<file path="src/scfp_pkg.sv">
// ----------------------------------------------------------------------------
// scfp_pkg
// Shared types and constants of the sum-checksum frame parser.
// ----------------------------------------------------------------------------
package scfp_pkg;

    localparam int unsigned IdxW      = 9;
    localparam int unsigned QueueDepth = 4;
    localparam int unsigned PtrW      = $clog2(QueueDepth);
    localparam int unsigned CntW      = $clog2(QueueDepth + 1);
    localparam int unsigned OutDataW  = 72;

    localparam logic [IdxW-1:0] IdxMax    = 9'd511;
    localparam logic [IdxW-1:0] IdxLen    = 9'd8;
    localparam logic [IdxW-1:0] IdxFirstPl = 9'd9;
    localparam logic [IdxW-1:0] MinFrame  = 9'd11;

    localparam logic [2:0] StatusOk      = 3'd0;
    localparam logic [2:0] StatusShort   = 3'd1;
    localparam logic [2:0] StatusSumErr  = 3'd2;
    localparam logic [2:0] StatusBadSync = 3'd3;
    localparam logic [2:0] StatusTooLong = 3'd4;

    localparam logic KindPayload = 1'b0;
    localparam logic KindVerdict = 1'b1;

    localparam logic CfgSyncWord = 1'b0;
    localparam logic CfgMaxLen   = 1'b1;

    typedef struct packed {
        logic        kind;
        logic [7:0]  payload_byte;
        logic [2:0]  status;
        logic [15:0] source_addr;
        logic [15:0] dest_addr;
        logic [15:0] command;
        logic [7:0]  payload_length;
        logic        run_end;
    } t_result;

    // up to two results per input word, first slot always used first
    typedef struct packed {
        logic    push0;
        logic    push1;
        t_result res0;
        t_result res1;
    } t_push;

endpackage

</file>
<file path="src/scfp_parser.sv">
// ----------------------------------------------------------------------------
// scfp_parser
// Input register, frame state and per-byte result generation.
// ----------------------------------------------------------------------------
module scfp_parser
    import scfp_pkg::*;
(
    input  logic        i_clk,
    input  logic        i_rst_n,
    input  logic        i_valid,
    output logic        o_ready,
    input  logic [7:0]  i_byte,
    input  logic        i_last,
    input  logic [15:0] i_sync_word,
    input  logic [7:0]  i_max_len,
    input  logic        i_space,
    output t_push       o_push
);

    logic            r_valid;
    logic [7:0]      r_byte;
    logic            r_last;

    logic [IdxW-1:0] r_idx;
    logic [15:0]     r_sum;
    logic [7:0]      r_prev;
    logic [15:0]     r_sync;
    logic [15:0]     r_src;
    logic [15:0]     r_dst;
    logic [15:0]     r_cmd;
    logic [7:0]      r_len;

    logic [15:0]     n_sync;
    logic [15:0]     n_src;
    logic [15:0]     n_dst;
    logic [15:0]     n_cmd;
    logic [7:0]      n_len;
    logic            advance;
    logic            load;
    logic            pay;
    logic [IdxW:0]   pay_end;
    logic [15:0]     calc_sum;
    logic [15:0]     recv_sum;
    logic [2:0]      status;
    t_result         pay_res;
    t_result         ver_res;

    assign advance = r_valid && i_space;
    assign o_ready = !r_valid || advance;
    assign load    = i_valid && o_ready;

    always_ff @(posedge i_clk) begin
        if (!i_rst_n) begin
            r_valid <= 1'b0;
        end else if (o_ready) begin
            r_valid <= i_valid;
        end
        if (load) begin
            r_byte <= i_byte;
            r_last <= i_last;
        end
    end

    // header capture, big-endian words shift in a byte at a time
    always_comb begin
        n_sync = r_sync;
        n_src  = r_src;
        n_dst  = r_dst;
        n_cmd  = r_cmd;
        n_len  = r_len;
        priority if (r_idx < 9'd2) begin
            n_sync = {r_sync[7:0], r_byte};
        end else if (r_idx < 9'd4) begin
            n_src = {r_src[7:0], r_byte};
        end else if (r_idx < 9'd6) begin
            n_dst = {r_dst[7:0], r_byte};
        end else if (r_idx < IdxLen) begin
            n_cmd = {r_cmd[7:0], r_byte};
        end else if (r_idx == IdxLen) begin
            n_len = r_byte;
        end else begin
            n_len = r_len;
        end
    end

    assign pay_end  = {1'b0, IdxLen} + {2'b00, n_len};
    assign pay      = (r_idx >= IdxFirstPl) && ({1'b0, r_idx} <= pay_end)
                      && (n_len <= i_max_len);
    assign calc_sum = r_sum - {8'd0, r_prev};
    assign recv_sum = {r_prev, r_byte};

    always_comb begin
        priority if ({1'b0, r_idx} + 10'd1 < {1'b0, MinFrame}) begin
            status = StatusShort;
        end else if (calc_sum != recv_sum) begin
            status = StatusSumErr;
        end else if (n_sync != i_sync_word) begin
            status = StatusBadSync;
        end else if (n_len > i_max_len) begin
            status = StatusTooLong;
        end else begin
            status = StatusOk;
        end
    end

    always_comb begin
        pay_res              = '0;
        pay_res.kind         = KindPayload;
        pay_res.payload_byte = r_byte;

        ver_res          = '0;
        ver_res.kind     = KindVerdict;
        ver_res.status   = status;
        ver_res.run_end  = 1'b1;
        if (status == StatusOk) begin
            ver_res.source_addr    = n_src;
            ver_res.dest_addr      = n_dst;
            ver_res.command        = n_cmd;
            ver_res.payload_length = n_len;
        end

        o_push.push0 = advance && (pay || r_last);
        o_push.push1 = advance && pay && r_last;
        o_push.res0  = pay ? pay_res : ver_res;
        o_push.res1  = ver_res;
    end

    always_ff @(posedge i_clk) begin
        if (!i_rst_n) begin
            r_idx  <= '0;
            r_sum  <= '0;
            r_prev <= '0;
            r_sync <= '0;
            r_src  <= '0;
            r_dst  <= '0;
            r_cmd  <= '0;
            r_len  <= '0;
        end else if (advance) begin
            if (r_last) begin
                r_idx  <= '0;
                r_sum  <= '0;
                r_prev <= '0;
                r_sync <= '0;
                r_src  <= '0;
                r_dst  <= '0;
                r_cmd  <= '0;
                r_len  <= '0;
            end else begin
                r_sum  <= r_sum + {8'd0, r_byte};
                r_prev <= r_byte;
                r_sync <= n_sync;
                r_src  <= n_src;
                r_dst  <= n_dst;
                r_cmd  <= n_cmd;
                r_len  <= n_len;
                if (r_idx != IdxMax) begin
                    r_idx <= r_idx + 9'd1;
                end
            end
        end
    end

endmodule

</file>
<file path="src/scfp_out_fifo.sv">
// ----------------------------------------------------------------------------
// scfp_out_fifo
// Small result queue taking up to two results a cycle, giving one.
// ----------------------------------------------------------------------------
module scfp_out_fifo
    import scfp_pkg::*;
(
    input  logic    i_clk,
    input  logic    i_rst_n,
    input  t_push   i_push,
    output logic    o_space,
    output logic    o_valid,
    input  logic    i_ready,
    output t_result o_res
);

    t_result         r_mem [QueueDepth];
    logic [PtrW-1:0] r_wr;
    logic [PtrW-1:0] r_rd;
    logic [CntW-1:0] r_cnt;

    logic            pop;
    logic [CntW-1:0] n_cnt;
    logic [PtrW-1:0] wr_next;

    assign o_valid = (r_cnt != '0);
    assign o_res   = r_mem[r_rd];
    assign pop     = o_valid && i_ready;
    // room for a full pair of results
    assign o_space = (r_cnt <= CntW'(QueueDepth - 2));
    assign wr_next = r_wr + PtrW'(1);

    always_comb begin
        n_cnt = r_cnt + CntW'(i_push.push0) + CntW'(i_push.push1) - CntW'(pop);
    end

    always_ff @(posedge i_clk) begin
        if (i_push.push0) begin
            r_mem[r_wr] <= i_push.res0;
        end
        if (i_push.push1) begin
            r_mem[wr_next] <= i_push.res1;
        end
    end

    always_ff @(posedge i_clk) begin
        if (!i_rst_n) begin
            r_wr  <= '0;
            r_rd  <= '0;
            r_cnt <= '0;
        end else begin
            r_cnt <= n_cnt;
            if (pop) begin
                r_rd <= r_rd + PtrW'(1);
            end
            if (i_push.push1) begin
                r_wr <= r_wr + PtrW'(2);
            end else if (i_push.push0) begin
                r_wr <= wr_next;
            end
        end
    end

endmodule

</file>
<file path="src/sum_checksum_frame_parser.sv">
// ----------------------------------------------------------------------------
// sum_checksum_frame_parser
// Byte-stream deframer: header capture, payload pass-through, sum-16 check.
// ----------------------------------------------------------------------------
// usage:
//   slave side takes one frame byte per word, tlast on the frame's final byte.
//   master side gives payload words (tuser 0) for bytes at offsets 9 to
//   8+length if length <= max_payload_len, and one verdict word (tuser 1,
//   tlast 1) per frame carrying the status and, when ok, the header fields.
//   a final byte that is also a payload byte yields its payload word first,
//   then the verdict.
//   throughput is one byte per cycle while the result queue has room; an
//   accepted byte passes the input register, then the four-entry result
//   queue, on its way to the master side. the queue only drains at one word
//   a cycle, so the verdict word that follows a payload word is absorbed
//   by the queue. when the receiver stalls the queue fills and s_tready
//   drops once fewer than two entries are free; nothing is lost.
//   reset empties the queue, clears the frame state, sets sync_word to 0 and
//   max_payload_len to 255.
//   config writes are taken whenever i_cfg_we is high; write them between
//   frames only.
// ----------------------------------------------------------------------------
module sum_checksum_frame_parser
    import scfp_pkg::*;
(
    input  logic                i_clk,
    input  logic                i_rst_n,
    // slave side
    input  logic                s_tvalid,
    output logic                s_tready,
    input  logic [7:0]          s_tdata,   // data_byte[7:0]
    input  logic                s_tlast,   // end_of_frame
    // master side
    output logic                m_tvalid,
    input  logic                m_tready,
    // payload_byte[7:0], status[10:8], source_addr[26:11], dest_addr[42:27],
    // command[58:43], payload_length[66:59], zero[71:67]
    output logic [OutDataW-1:0] m_tdata,
    output logic                m_tuser,   // kind
    output logic                m_tlast,   // run_end
    // configuration
    input  logic                i_cfg_we,
    input  logic                i_cfg_addr,
    input  logic [15:0]         i_cfg_wdata
);

    logic [15:0] r_sync_word;
    logic [7:0]  r_max_len;
    logic        space;
    t_push       push;
    t_result     res;

    always_ff @(posedge i_clk) begin
        if (!i_rst_n) begin
            r_sync_word <= 16'd0;
            r_max_len   <= 8'd255;
        end else if (i_cfg_we) begin
            unique case (i_cfg_addr)
                CfgSyncWord: r_sync_word <= i_cfg_wdata;
                CfgMaxLen:   r_max_len   <= i_cfg_wdata[7:0];
                default:     r_max_len   <= r_max_len;
            endcase
        end
    end

    scfp_parser u_parser (
        .i_clk       (i_clk),
        .i_rst_n     (i_rst_n),
        .i_valid     (s_tvalid),
        .o_ready     (s_tready),
        .i_byte      (s_tdata),
        .i_last      (s_tlast),
        .i_sync_word (r_sync_word),
        .i_max_len   (r_max_len),
        .i_space     (space),
        .o_push      (push)
    );

    scfp_out_fifo u_out_fifo (
        .i_clk   (i_clk),
        .i_rst_n (i_rst_n),
        .i_push  (push),
        .o_space (space),
        .o_valid (m_tvalid),
        .i_ready (m_tready),
        .o_res   (res)
    );

    assign m_tdata = {5'd0, res.payload_length, res.command, res.dest_addr,
                      res.source_addr, res.status, res.payload_byte};
    assign m_tuser = res.kind;
    assign m_tlast = res.run_end;

endmodule
</file>
<file path="config.mk">
export PLATFORM = sky130hd
export DESIGN_NAME = sum_checksum_frame_parser
export DESIGN_NICKNAME = d
export VERILOG_FILES = /design/src/scfp_pkg.sv /design/src/scfp_parser.sv /design/src/scfp_out_fifo.sv /design/src/sum_checksum_frame_parser.sv
export SDC_FILE = /design/constraint.sdc
export NUM_CORES = 1
export LEC_CHECK = 0
export ABC_AREA = 1
export ABC_CLOCK_PERIOD_IN_PS = 9100
export BUFFER_PORTS_ARGS = -buffer_cell sky130_fd_sc_hd__clkbuf_2
export CORE_MARGIN = 2
export CORE_UTILIZATION = 55
export CTS_CLUSTER_SIZE = 28
export DETAILED_ROUTE_END_ITERATION = 10
export PLACE_DENSITY = 0.72
export SETUP_SLACK_MARGIN = 0.02
export SYNTH_ARGS = -nofsm -noshare
export SYNTH_HDL_FRONTEND = slang
export SYNTH_HIERARCHICAL = 1
export SYNTH_SLANG_ARGS = --single-unit
</file>
<file path="constraint.sdc">
create_clock -name i_clk -period 9.1 [get_ports i_clk]
set_input_delay 0.455 -clock i_clk [delete_from_list [all_inputs] [get_ports i_clk]]
set_output_delay 0.455 -clock i_clk [all_outputs]
set_load 0.02 [all_outputs]
</file>
Word-level counts from Yosys, hierarchy flattened
Memories as Yosys holds them, arrays and structs flattened. A register that Yosys moved wholly into a read port is not among the register bits.
Cells that the tools add are included.
{"block": "totals", "regBits": 146, "ramBits": 276, "inputBits": 31, "out_inout_bits": 76, "wordCells": 99, "mem_count": 1}
{"name": "u_out_fifo.r_mem", "words": 4, "width": 69, "rd": 1, "rd_clocked_by_memory_dff": 1, "wr": 2, "line_no": "scfp_out_fifo.sv:17", "source": "t_result r_mem [QueueDepth];"}
{"block": "classes", "n_addsub": 11, "magnitude_cmp": 10, "eq_ne": 4, "muxes": 38, "n_bitwise": 1, "reduce_logical": 18}
{"operator": "16-bit two-way mux", "count": 15}
{"operator": "69-bit two-way mux", "count": 1}
{"operator": "56-bit two-way mux", "count": 1}
{"operator": "8-bit two-way mux", "count": 7}
{"operator": "16-bit != test", "count": 2}
{"operator": "9-bit by 3-bit < comparator with 1-bit output, second input constant", "count": 2}
{"operator": "9-bit two-way mux", "count": 2}
{"operator": "16-bit by 8-bit adder with 16-bit output", "count": 1}
{"operator": "16-bit by 8-bit subtractor with 16-bit output", "count": 1}
{"operator": "3-bit two-way mux", "count": 4}
{"operator": "9-bit by 1-bit adder with 10-bit output, second input constant", "count": 1}
{"operator": "9-bit by 10-bit <= comparator with 1-bit output", "count": 1}
{"operator": "10-bit by 4-bit < comparator with 1-bit output, second input constant", "count": 1}
{"operator": "4-bit by 8-bit adder with 9-bit output, first input constant", "count": 1}
{"operator": "9-bit by 1-bit adder with 9-bit output, second input constant", "count": 1}
{"operator": "9-bit by 4-bit equality test with 1-bit output, second input constant", "count": 1}
{"operator": "9-bit by 4-bit greater-or-equal comparator with 1-bit output, second input constant", "count": 1}
{"operator": "9-bit by 2-bit < comparator with 1-bit output, second input constant", "count": 1}
{"operator": "9-bit by 4-bit < comparator with 1-bit output, second input constant", "count": 1}
{"operator": "9-bit != test, second input constant", "count": 1}
{"operator": "8-bit > comparator", "count": 1}
{"operator": "8-bit <= comparator", "count": 1}
{"operator": "1-bit logical AND", "count": 8}
{"operator": "2-bit two-way mux", "count": 4}
{"operator": "13 further kinds", "count": 22}

Logic depth before layout (Yosys ltp)
Gate-level depths: netlist of run 1.
{"block": "depth", "depth_word": 15, "mapped_depth": 26, "depth_no_buf": 25}

Modules after synthesis
The synthesis of run 1 kept the hierarchy.
{"module": "scfp_out_fifo", "n_inst": 1, "cells_per_inst": 1415, "area_each_um2": 13942.1}
{"module": "scfp_parser", "n_inst": 1, "cells_per_inst": 1401, "area_each_um2": 8520.7}
{"module": "sum_checksum_frame_parser", "n_inst": 1, "cells_per_inst": 145, "area_each_um2": 1018.5}

Least setup slack after synthesis of run 1
No wires, ideal clock.
{"block": "synth_timing", "kind": "reg-to-reg", "startpoint": "register u_parser.r_idx[4]", "endpoint": "memory u_out_fifo/r_mem[1][0] in the netlist's numbering (enable)", "setup_time_ns": 0.429, "t_arrival_ns": 5.242, "required_ns": 8.671, "path_slack_ns": 3.429, "path_stages_with_launch": 22, "path_cell_list": "dfxtp_1 -> nor4_1 -> inv_1 -> nor3_1 -> nand2_1 -> inv_1 -> nor2_1 -> a21oi_1 -> ha_1 -> nand3_1 -> xor2_1 -> ha_1 -> nand2_1 -> nor3_1 -> nand3_1 -> a21oi_1 -> inv_1 -> clkbuf_1 -> nor2_1 -> nand2_2 -> clkbuf_1 -> nand2_1"}
{"item": "from (decl)", "line_no": "scfp_parser.sv:24", "source": "logic [IdxW-1:0] r_idx;"}
{"item": "from (signal assigned)", "line_no": "scfp_parser.sv:157", "source": "r_idx <= r_idx + 9'd1;"}
{"item": "to (decl)", "line_no": "scfp_out_fifo.sv:17"}

==> results of run 1 <==
-- worst max-delay path, delay by kind of cell (launching register included) --
family	cells	cell delay [ns]
DFF	1	0.38
and+or+nand+nor	8	2.55
AOI/OAI and AO/OA	6	1.15
adders and majority gates	1	0.36
buffers and inverters	6	2.05
-- per-stage QoR --
step	std cells	hold WS (ns)	power [µW]
2_1_floorplan	2973	0.4406	3043
3_3_place_gp	3440	0.4487	3341
3_5_place_dp	3440	0.4562	3364
4_1_cts	3523	0.02676	5201
5_1_grt	3523	0.04154	5389
6_report	3523	0.05370	5172
-- layout make-up --
type,count,share of cell area [%]
Multi-Input combinational cell,2002,38.38
Clock inverter,22,0.8661
Timing Repair Buffer,125,2.728
Inverter,350,5.237
Tap cell,539,2.683
Clock buffer,61,4.963
Sequential cell,424,45.14
-- logic make-up (layout without fill, tap and decap cells) --
group           Yosys count  after routing
fa+ha+maj                48             48
compound gates          717            717
xor+xnor                 32             32
simple gates           1190           1190
buf+inv                 547            558
other cells               3             15
flops                   424            424
-- final timing paths --
check                                                    start                                 to  slack, ns  cells after the start
worst min register to register  u_parser/r_len[6]$_SDFFE_PN0P_     u_parser/r_len[6]$_SDFFE_PN0P_       0.46                      2
worst max register to register  u_parser/r_idx[4]$_SDFFE_PN0P_  u_out_fifo/r_mem[2][16]$_DFFE_PP_       2.22                     21
worst max-delay path            u_parser/r_idx[4]$_SDFFE_PN0P_  u_out_fifo/r_mem[2][16]$_DFFE_PP_       2.22                     21
worst min-delay path                                s_tdata[6]       u_parser/r_byte[6]$_DFFE_PP_       0.05                      1
-- power groups by stage --
| stage | clock [µW] | combinational, µW | sequential (µW) |
|---|---|---|---|
| CTS | 1870 | 1120 | 2210 |
| floorplan | 0 | 849 | 2190 |
| global placement | 0 | 1100 | 2240 |
| global route | 1940 | 1240 | 2210 |
| detailed placement | 0 | 1120 | 2250 |
| finish | 1850 | 1120 | 2210 |
-- sequential cells by signal (all words and copies together) (netlist names), named ones only --
signal            count
r_max_len             8
r_sync_word          16
u_out_fifo/r_cnt      3
u_out_fifo/r_mem    276
u_out_fifo/r_rd       2
u_out_fifo/r_wr       2
u_parser/r_byte       8
u_parser/r_cmd       16
u_parser/r_dst       16
u_parser/r_idx        9
u_parser/r_last       1
u_parser/r_len        8
u_parser/r_prev       8
u_parser/r_src       16
u_parser/r_sum       16
u_parser/r_sync      16
u_parser/r_valid      1
-- cell usage in the layout (no fill, tap or decap), types with 8 or more instances in the layout --
cell | synthesis | final
o21ai_1 | 111 | 110
xor2_1 | 23 | 23
xnor2_1 | 9 | 9
a21oi_1 | 133 | 132
nand4_2 | 10 | 10
nor2_1 | 303 | 302
clkinv_2 | 0 | 9
o21ai_0 | 386 | 386
nand4_1 | 55 | 55
inv_1 | 345 | 345
buf_4 | 24 | 24
nand3_1 | 66 | 66
clkbuf_2 | 3 | 101
clkbuf_1 | 74 | 11
dfxtp_1 | 139 | 137
edfxtp_1 | 285 | 285
nand2_1 | 720 | 714
o22ai_1 | 69 | 69
clkbuf_16 | 0 | 46
nor3_1 | 12 | 12
o211ai_1 | 8 | 8
conb_1 | 3 | 15
ha_1 | 44 | 44
-- routing by layer --
layer	routed length, µm	global-route usage (%)
met4	1761	9.592
met3	4101	3.078
met1	24810	34.71
met2	29190	47.04
met5	0	0
==> results.toml, run 1 <==
[timing]
hold_viol = 0
slew_headroom_pct = 25.10
rsz0062_at_grt = "false"
maxSlewViolCount = 0
tns_ns = 0
setup_viol_count_final = 0
finalCriticalPeriod_ns = 6.882
fmax_mhz = 145.3
period_share_pct = 75.62
tightest_slew_ns = 1.123
skew_ns = 0.01402
fin_ws_ns = 2.218

[setup_path]
worstPathMaxFanout = 66
cpMaxStageDelayCell = "nand2_2"
crit_type = "register to register"
critPathMaxStageDelay_ns = 0.84
path_cells = "nor4_1 > inv_1 > nor3_1 > nand2_1 > inv_1 > nor2_1 > a21oi_1 > ha_1 > a21oi_1 > o21a_1 > o221ai_1 > o21ai_4 > buf_4 > nand2_1 > a21oi_4 > inv_1 > nor2_1 > nand2_4 > buf_4 > nand2_2 > buf_4"
startpoint_type = "register"
cp-end-kind = "register"
required_ns = 9.34
arrival_ns = 7.12

[global_route]
antenna_found_initial = 0
grt_max_degree = 101
track_usage_pct = 26.92
grt_pass1_vias = 18850
grt_pass1_wl_mm = 95.75
overflow = 0

[synth]
synth_area_um2 = 23480
synth_compound_area_share_pct = 15.86
synth_xor_area_share_pct = 1.194
synth_top_flop_cell = "edfxtp_1"
yosysSeqAreaShare_pct = 48.30
synth_cell_types = 43
synth_edf_count = 285
synth.avg_cell_area_um2 = 7.930
synthTopCellsByCount = "nand2_1, o21ai_0, inv_1"
synth_top_area_cell = "edfxtp_1"
yosys.area_share.simple_pct = 20.79
synth.area.top_cells = "edfxtp_1, dfxtp_1, nand2_1, o21ai_0, inv_1"
synth_top_area_share_pct = 36.45
synth_mux_area_share_pct = 0
synthCells = 2961
synth_top_family_by_area = "simple AND/OR/NAND/NOR gates"
async_reset_ff_share_pct = 0
synth_seq_cells = 424
synthAdderAreaFrac_pct = 2.686
synth_most_common_cell = "nand2_1"
ys.warnings.count = 6

[final_layout]
nFillCells = 3658
fin_nets = 3027
drive_gt1_share_pct = 7.942
area_growth_pct = 7.044
diodes = 0
register_area_um2 = 11350
final_area_um2 = 25140
multi_input_area_um2 = 9648
fin_util_pct = 59.79

[clocking]
cts.sinks = 424
ctsHoldBuffers = 0
cts_buffer_depth = 3
h-tree-depth = 2
cts_resized = 0
cts_buffers = 45
clock_latency_ns = 0.58
clk_pin_slew_worst_paths_ns = 0.06
postCtsSetupBuffers = 0
cts_root_buf = "clkbuf_16"
cts_tree = "built"

[drt]
num_vias = 19860
drc_errors = 0
wire_per_inst_um = 16.99
dr.first_iter.drc_count = 1728
ant_nets = 0
dr.pass1.iters = 9
wirelength_mm = 59.87
viasPerCell = 5.638

[place]
place_hpwl_mm = 36.67
pre_cts_ws_ns = 2.271
place_area_um2 = 23670
place.gp.congestion = 0.8637
io_buffers = 101

[hold_path]
hp-class = "input pin to register"

[power_and_ir_drop]
p_comb_share_pct = 21.7
switchingPower_uw = 1652
clock_power_share_pct = 35.7
p_per_area_nw_per_um2 = 205.8
ir_drop_v = 0.0001593
p_leak_uw = 0.009948
intPower_uw = 3521
seqPwrFrac_pct = 42.6
swShare_pct = 31.94

[die]
start_util_pct = 55.85
num_rows = 75
fp.dieArea_um2 = 44360
die_x_um = 210.6
io_pins = 107
coreArea_um2 = 42040
die_h_um = 210.6

[status]
outcome = "complete, no violations"

[run]
cap_viol_max_count = 0
(Power assumes the default switching activity.)
==> inputs of run 2 (changes only) <==
--- a/config.mk
+++ b/config.mk
@@ -6,7 +6,7 @@
 export NUM_CORES = 1
 export LEC_CHECK = 0
 export ABC_AREA = 1
-export ABC_CLOCK_PERIOD_IN_PS = 9100
+export ABC_CLOCK_PERIOD_IN_PS = 7100
 export BUFFER_PORTS_ARGS = -buffer_cell sky130_fd_sc_hd__clkbuf_2
 export CORE_MARGIN = 2
 export CORE_UTILIZATION = 55
==> constraint.sdc (replaced) <==
create_clock -name i_clk -period 7.1 [get_ports i_clk]
set_input_delay 0.355 -clock i_clk [delete_from_list [all_inputs] [get_ports i_clk]]
set_output_delay 0.355 -clock i_clk [all_outputs]
set_load 0.02 [all_outputs]
==> results.toml, run 2 (synthesized netlist as in run 1, its figures left out) <==
[global_route]
track_usage_pct = 27.46
grt_pass1_wl_mm = 96.77
grt_pass1_vias = 19070
grt_max_degree = 87
overflow = 0
antenna_found_initial = 1

[place]
place_hpwl_mm = 36.01
io_buffers = 101
place.gp.congestion = 0.8510

[die]
io_pins = 107
start_util_pct = 55.85
die_h_um = 210.6
die_x_um = 210.6
num_rows = 75
coreArea_um2 = 42040
fp.dieArea_um2 = 44360

[setup_path]
startpoint_type = "register"
arrival_ns = 6.79
crit_type = "register to register"
cp-end-kind = "register"
reg2reg_from = "u_parser/r_idx[4]$_SDFFE_PN0P_"
worstPathMaxFanout = 58
r2r_end = "u_out_fifo/r_mem[3][45]$_DFFE_PP_"
rr_worst_depth = 20
required_ns = 7.37
crit_start = "u_parser/r_idx[4]$_SDFFE_PN0P_"
reg2reg_slack_ns = 0.58

[power_and_ir_drop]
seqPwrFrac_pct = 42.0
clock_power_share_pct = 36.2
p_per_area_nw_per_um2 = 265.1
intPower_uw = 4579
p_comb_share_pct = 21.8
switchingPower_uw = 2151
ir_drop_v = 0.0002327
swShare_pct = 31.96
p_leak_uw = 0.01010

[clocking]
cts_tree = "built"
clock_latency_ns = 0.59
cts_root_buf = "clkbuf_16"
cts.sinks = 424
clk_pin_slew_worst_paths_ns = 0.06
h-tree-depth = 2
cts_buffer_depth = 3
cts_buffers = 45
cts_resized = 0

[drt]
dr.first_iter.drc_count = 1639
ant_nets = 0
num_vias = 19960
drc_errors = 0
highest_layer = "met5"
wire_per_inst_um = 17.18
wl_met1_mm = 24.94
wirelength_mm = 60.84
dr.pass1.iters = 8
wl_met2_mm = 29.20
viasPerCell = 5.635
wl_met3_mm = 4.672

[timing]
setup_viol_count_final = 0
skew_ns = 0.01809
rsz0062_at_grt = "false"
maxSlewViolCount = 0
period_share_pct = 91.81
tns_ns = 0
hold_viol = 0
finalCriticalPeriod_ns = 6.519
slew_headroom_pct = 23.97
tightest_slew_ns = 1.138
fmax_mhz = 153.4

[final_layout]
top_register = "u_out_fifo/r_mem"
fin_util_pct = 60.39
diodes = 0
mostFrequentLayoutCells = "nand2_1, o21ai_0, inv_1, nor2_1, edfxtp_1"
drive_gt1_share_pct = 8.092
final_common_cell = "nand2_1"
fin_nets = 3045
nFillCells = 3664
area_growth_pct = 8.115
largest_reg_flops = 276

[hold_path]
hp-class = "input pin to register"
worstHoldStart = "i_cfg_wdata[5]"
min_to = "r_max_len[5]$_SDFFE_PN1P_"
hold-path-cell-count = 3

[status]
outcome = "complete, no violations"

[run]
cap_viol_max_count = 0
## run 2: cell types whose count changed in the layout (fill, tap and decap cells not counted), sizes merged
cell,previous run,this run
buf,24,28
bufinv,4,5
clkbuf,162,160
clkinv,13,18
dlygate4sd3,0,14
inv,354,351
## run 2: how the worst max path moves through the flow
stage | end | slack (ns) | depth (start not counted)
detailed placement | u_out_fifo/r_mem[3][43]$_DFFE_PP_ | 0.68 | 20
CTS | u_out_fifo/r_mem[3][43]$_DFFE_PP_ | 0.64 | 20
finish | u_out_fifo/r_mem[3][45]$_DFFE_PP_ | 0.58 | 20
global route | u_out_fifo/r_mem[3][43]$_DFFE_PP_ | 0.16 | 20
floorplan | u_out_fifo/r_mem[1][0]$_DFFE_PP_ | 1.43 | 21
global placement | u_out_fifo/r_mem[2][33]$_DFFE_PP_ | 0.75 | 20
## run 2: power by group through the flow
stage               combinational (µW)  clock, µW  sequential, µW
floorplan                         1090          0            2810
global placement                  1430          0            2870
detailed placement                1450          0            2880
CTS                               1460       2480            2820
global route                      1620       2560            2840
finish                            1470       2440            2820
## run 2: timing repair
action / in CTS / in global routing
hold buffers: 14 / 0
endpoints found under the hold margin: 14 / 0
endpoints found under the setup margin: 0 / 0
setup buffers: 0 / 0
## run 2: final cells by class
cell class                 count  area [µm²]  share of cell area (%)
inverter                     350        1316                   5.185
clock inverter                25       274.0                   1.079
timing repair buffer         143       868.3                   3.420
tap                          539       674.4                   2.656
multi-input combinational   2002        9648                   38.00
sequential                   424       11350                   44.69
clock buffer                  59        1260                   4.963
## run 2: through the flow
step	cell area [µm²]	hold slack [ns]	setup WS [ns]	total power (µW)	std cells
2_1_floorplan	23530	0.4406	1.429	3901	2973
3_3_place_gp	23710	0.4490	0.7480	4300	3444
3_5_place_dp	23710	0.4547	0.6801	4328	3444
4_1_cts	25390	0.0007532	0.6448	6763	3542
5_1_grt	25390	0.02789	0.1619	7022	3542
6_report	25390	0.03037	0.5814	6730	3542
## run 2: worst max-delay path, cell delays in order, from the launching register on
cell and delay (ns):
dfxtp_1 0.37, nor4_1 0.32, inv_1 0.09, nor3_1 0.21
nand2_1 0.17, inv_1 0.33, nor2_1 0.10, a21oi_1 0.45
ha_1 0.29, nand3_1 0.10, xor2_1 0.16, ha_1 0.29
nand2_1 0.06, nor3_1 0.18, nand3_1 0.14, a21oi_4 0.18
inv_1 0.28, nor2_1 0.77, nand2_4 0.58, nand2_4 0.66
buf_4 0.41
## run 2: metal layers
metal  vias up  GRT usage, %
met4         2         10.68
li1       9771             -
met2       739         47.30
met3       141         4.891
met5         -             0
met1      9305         34.43
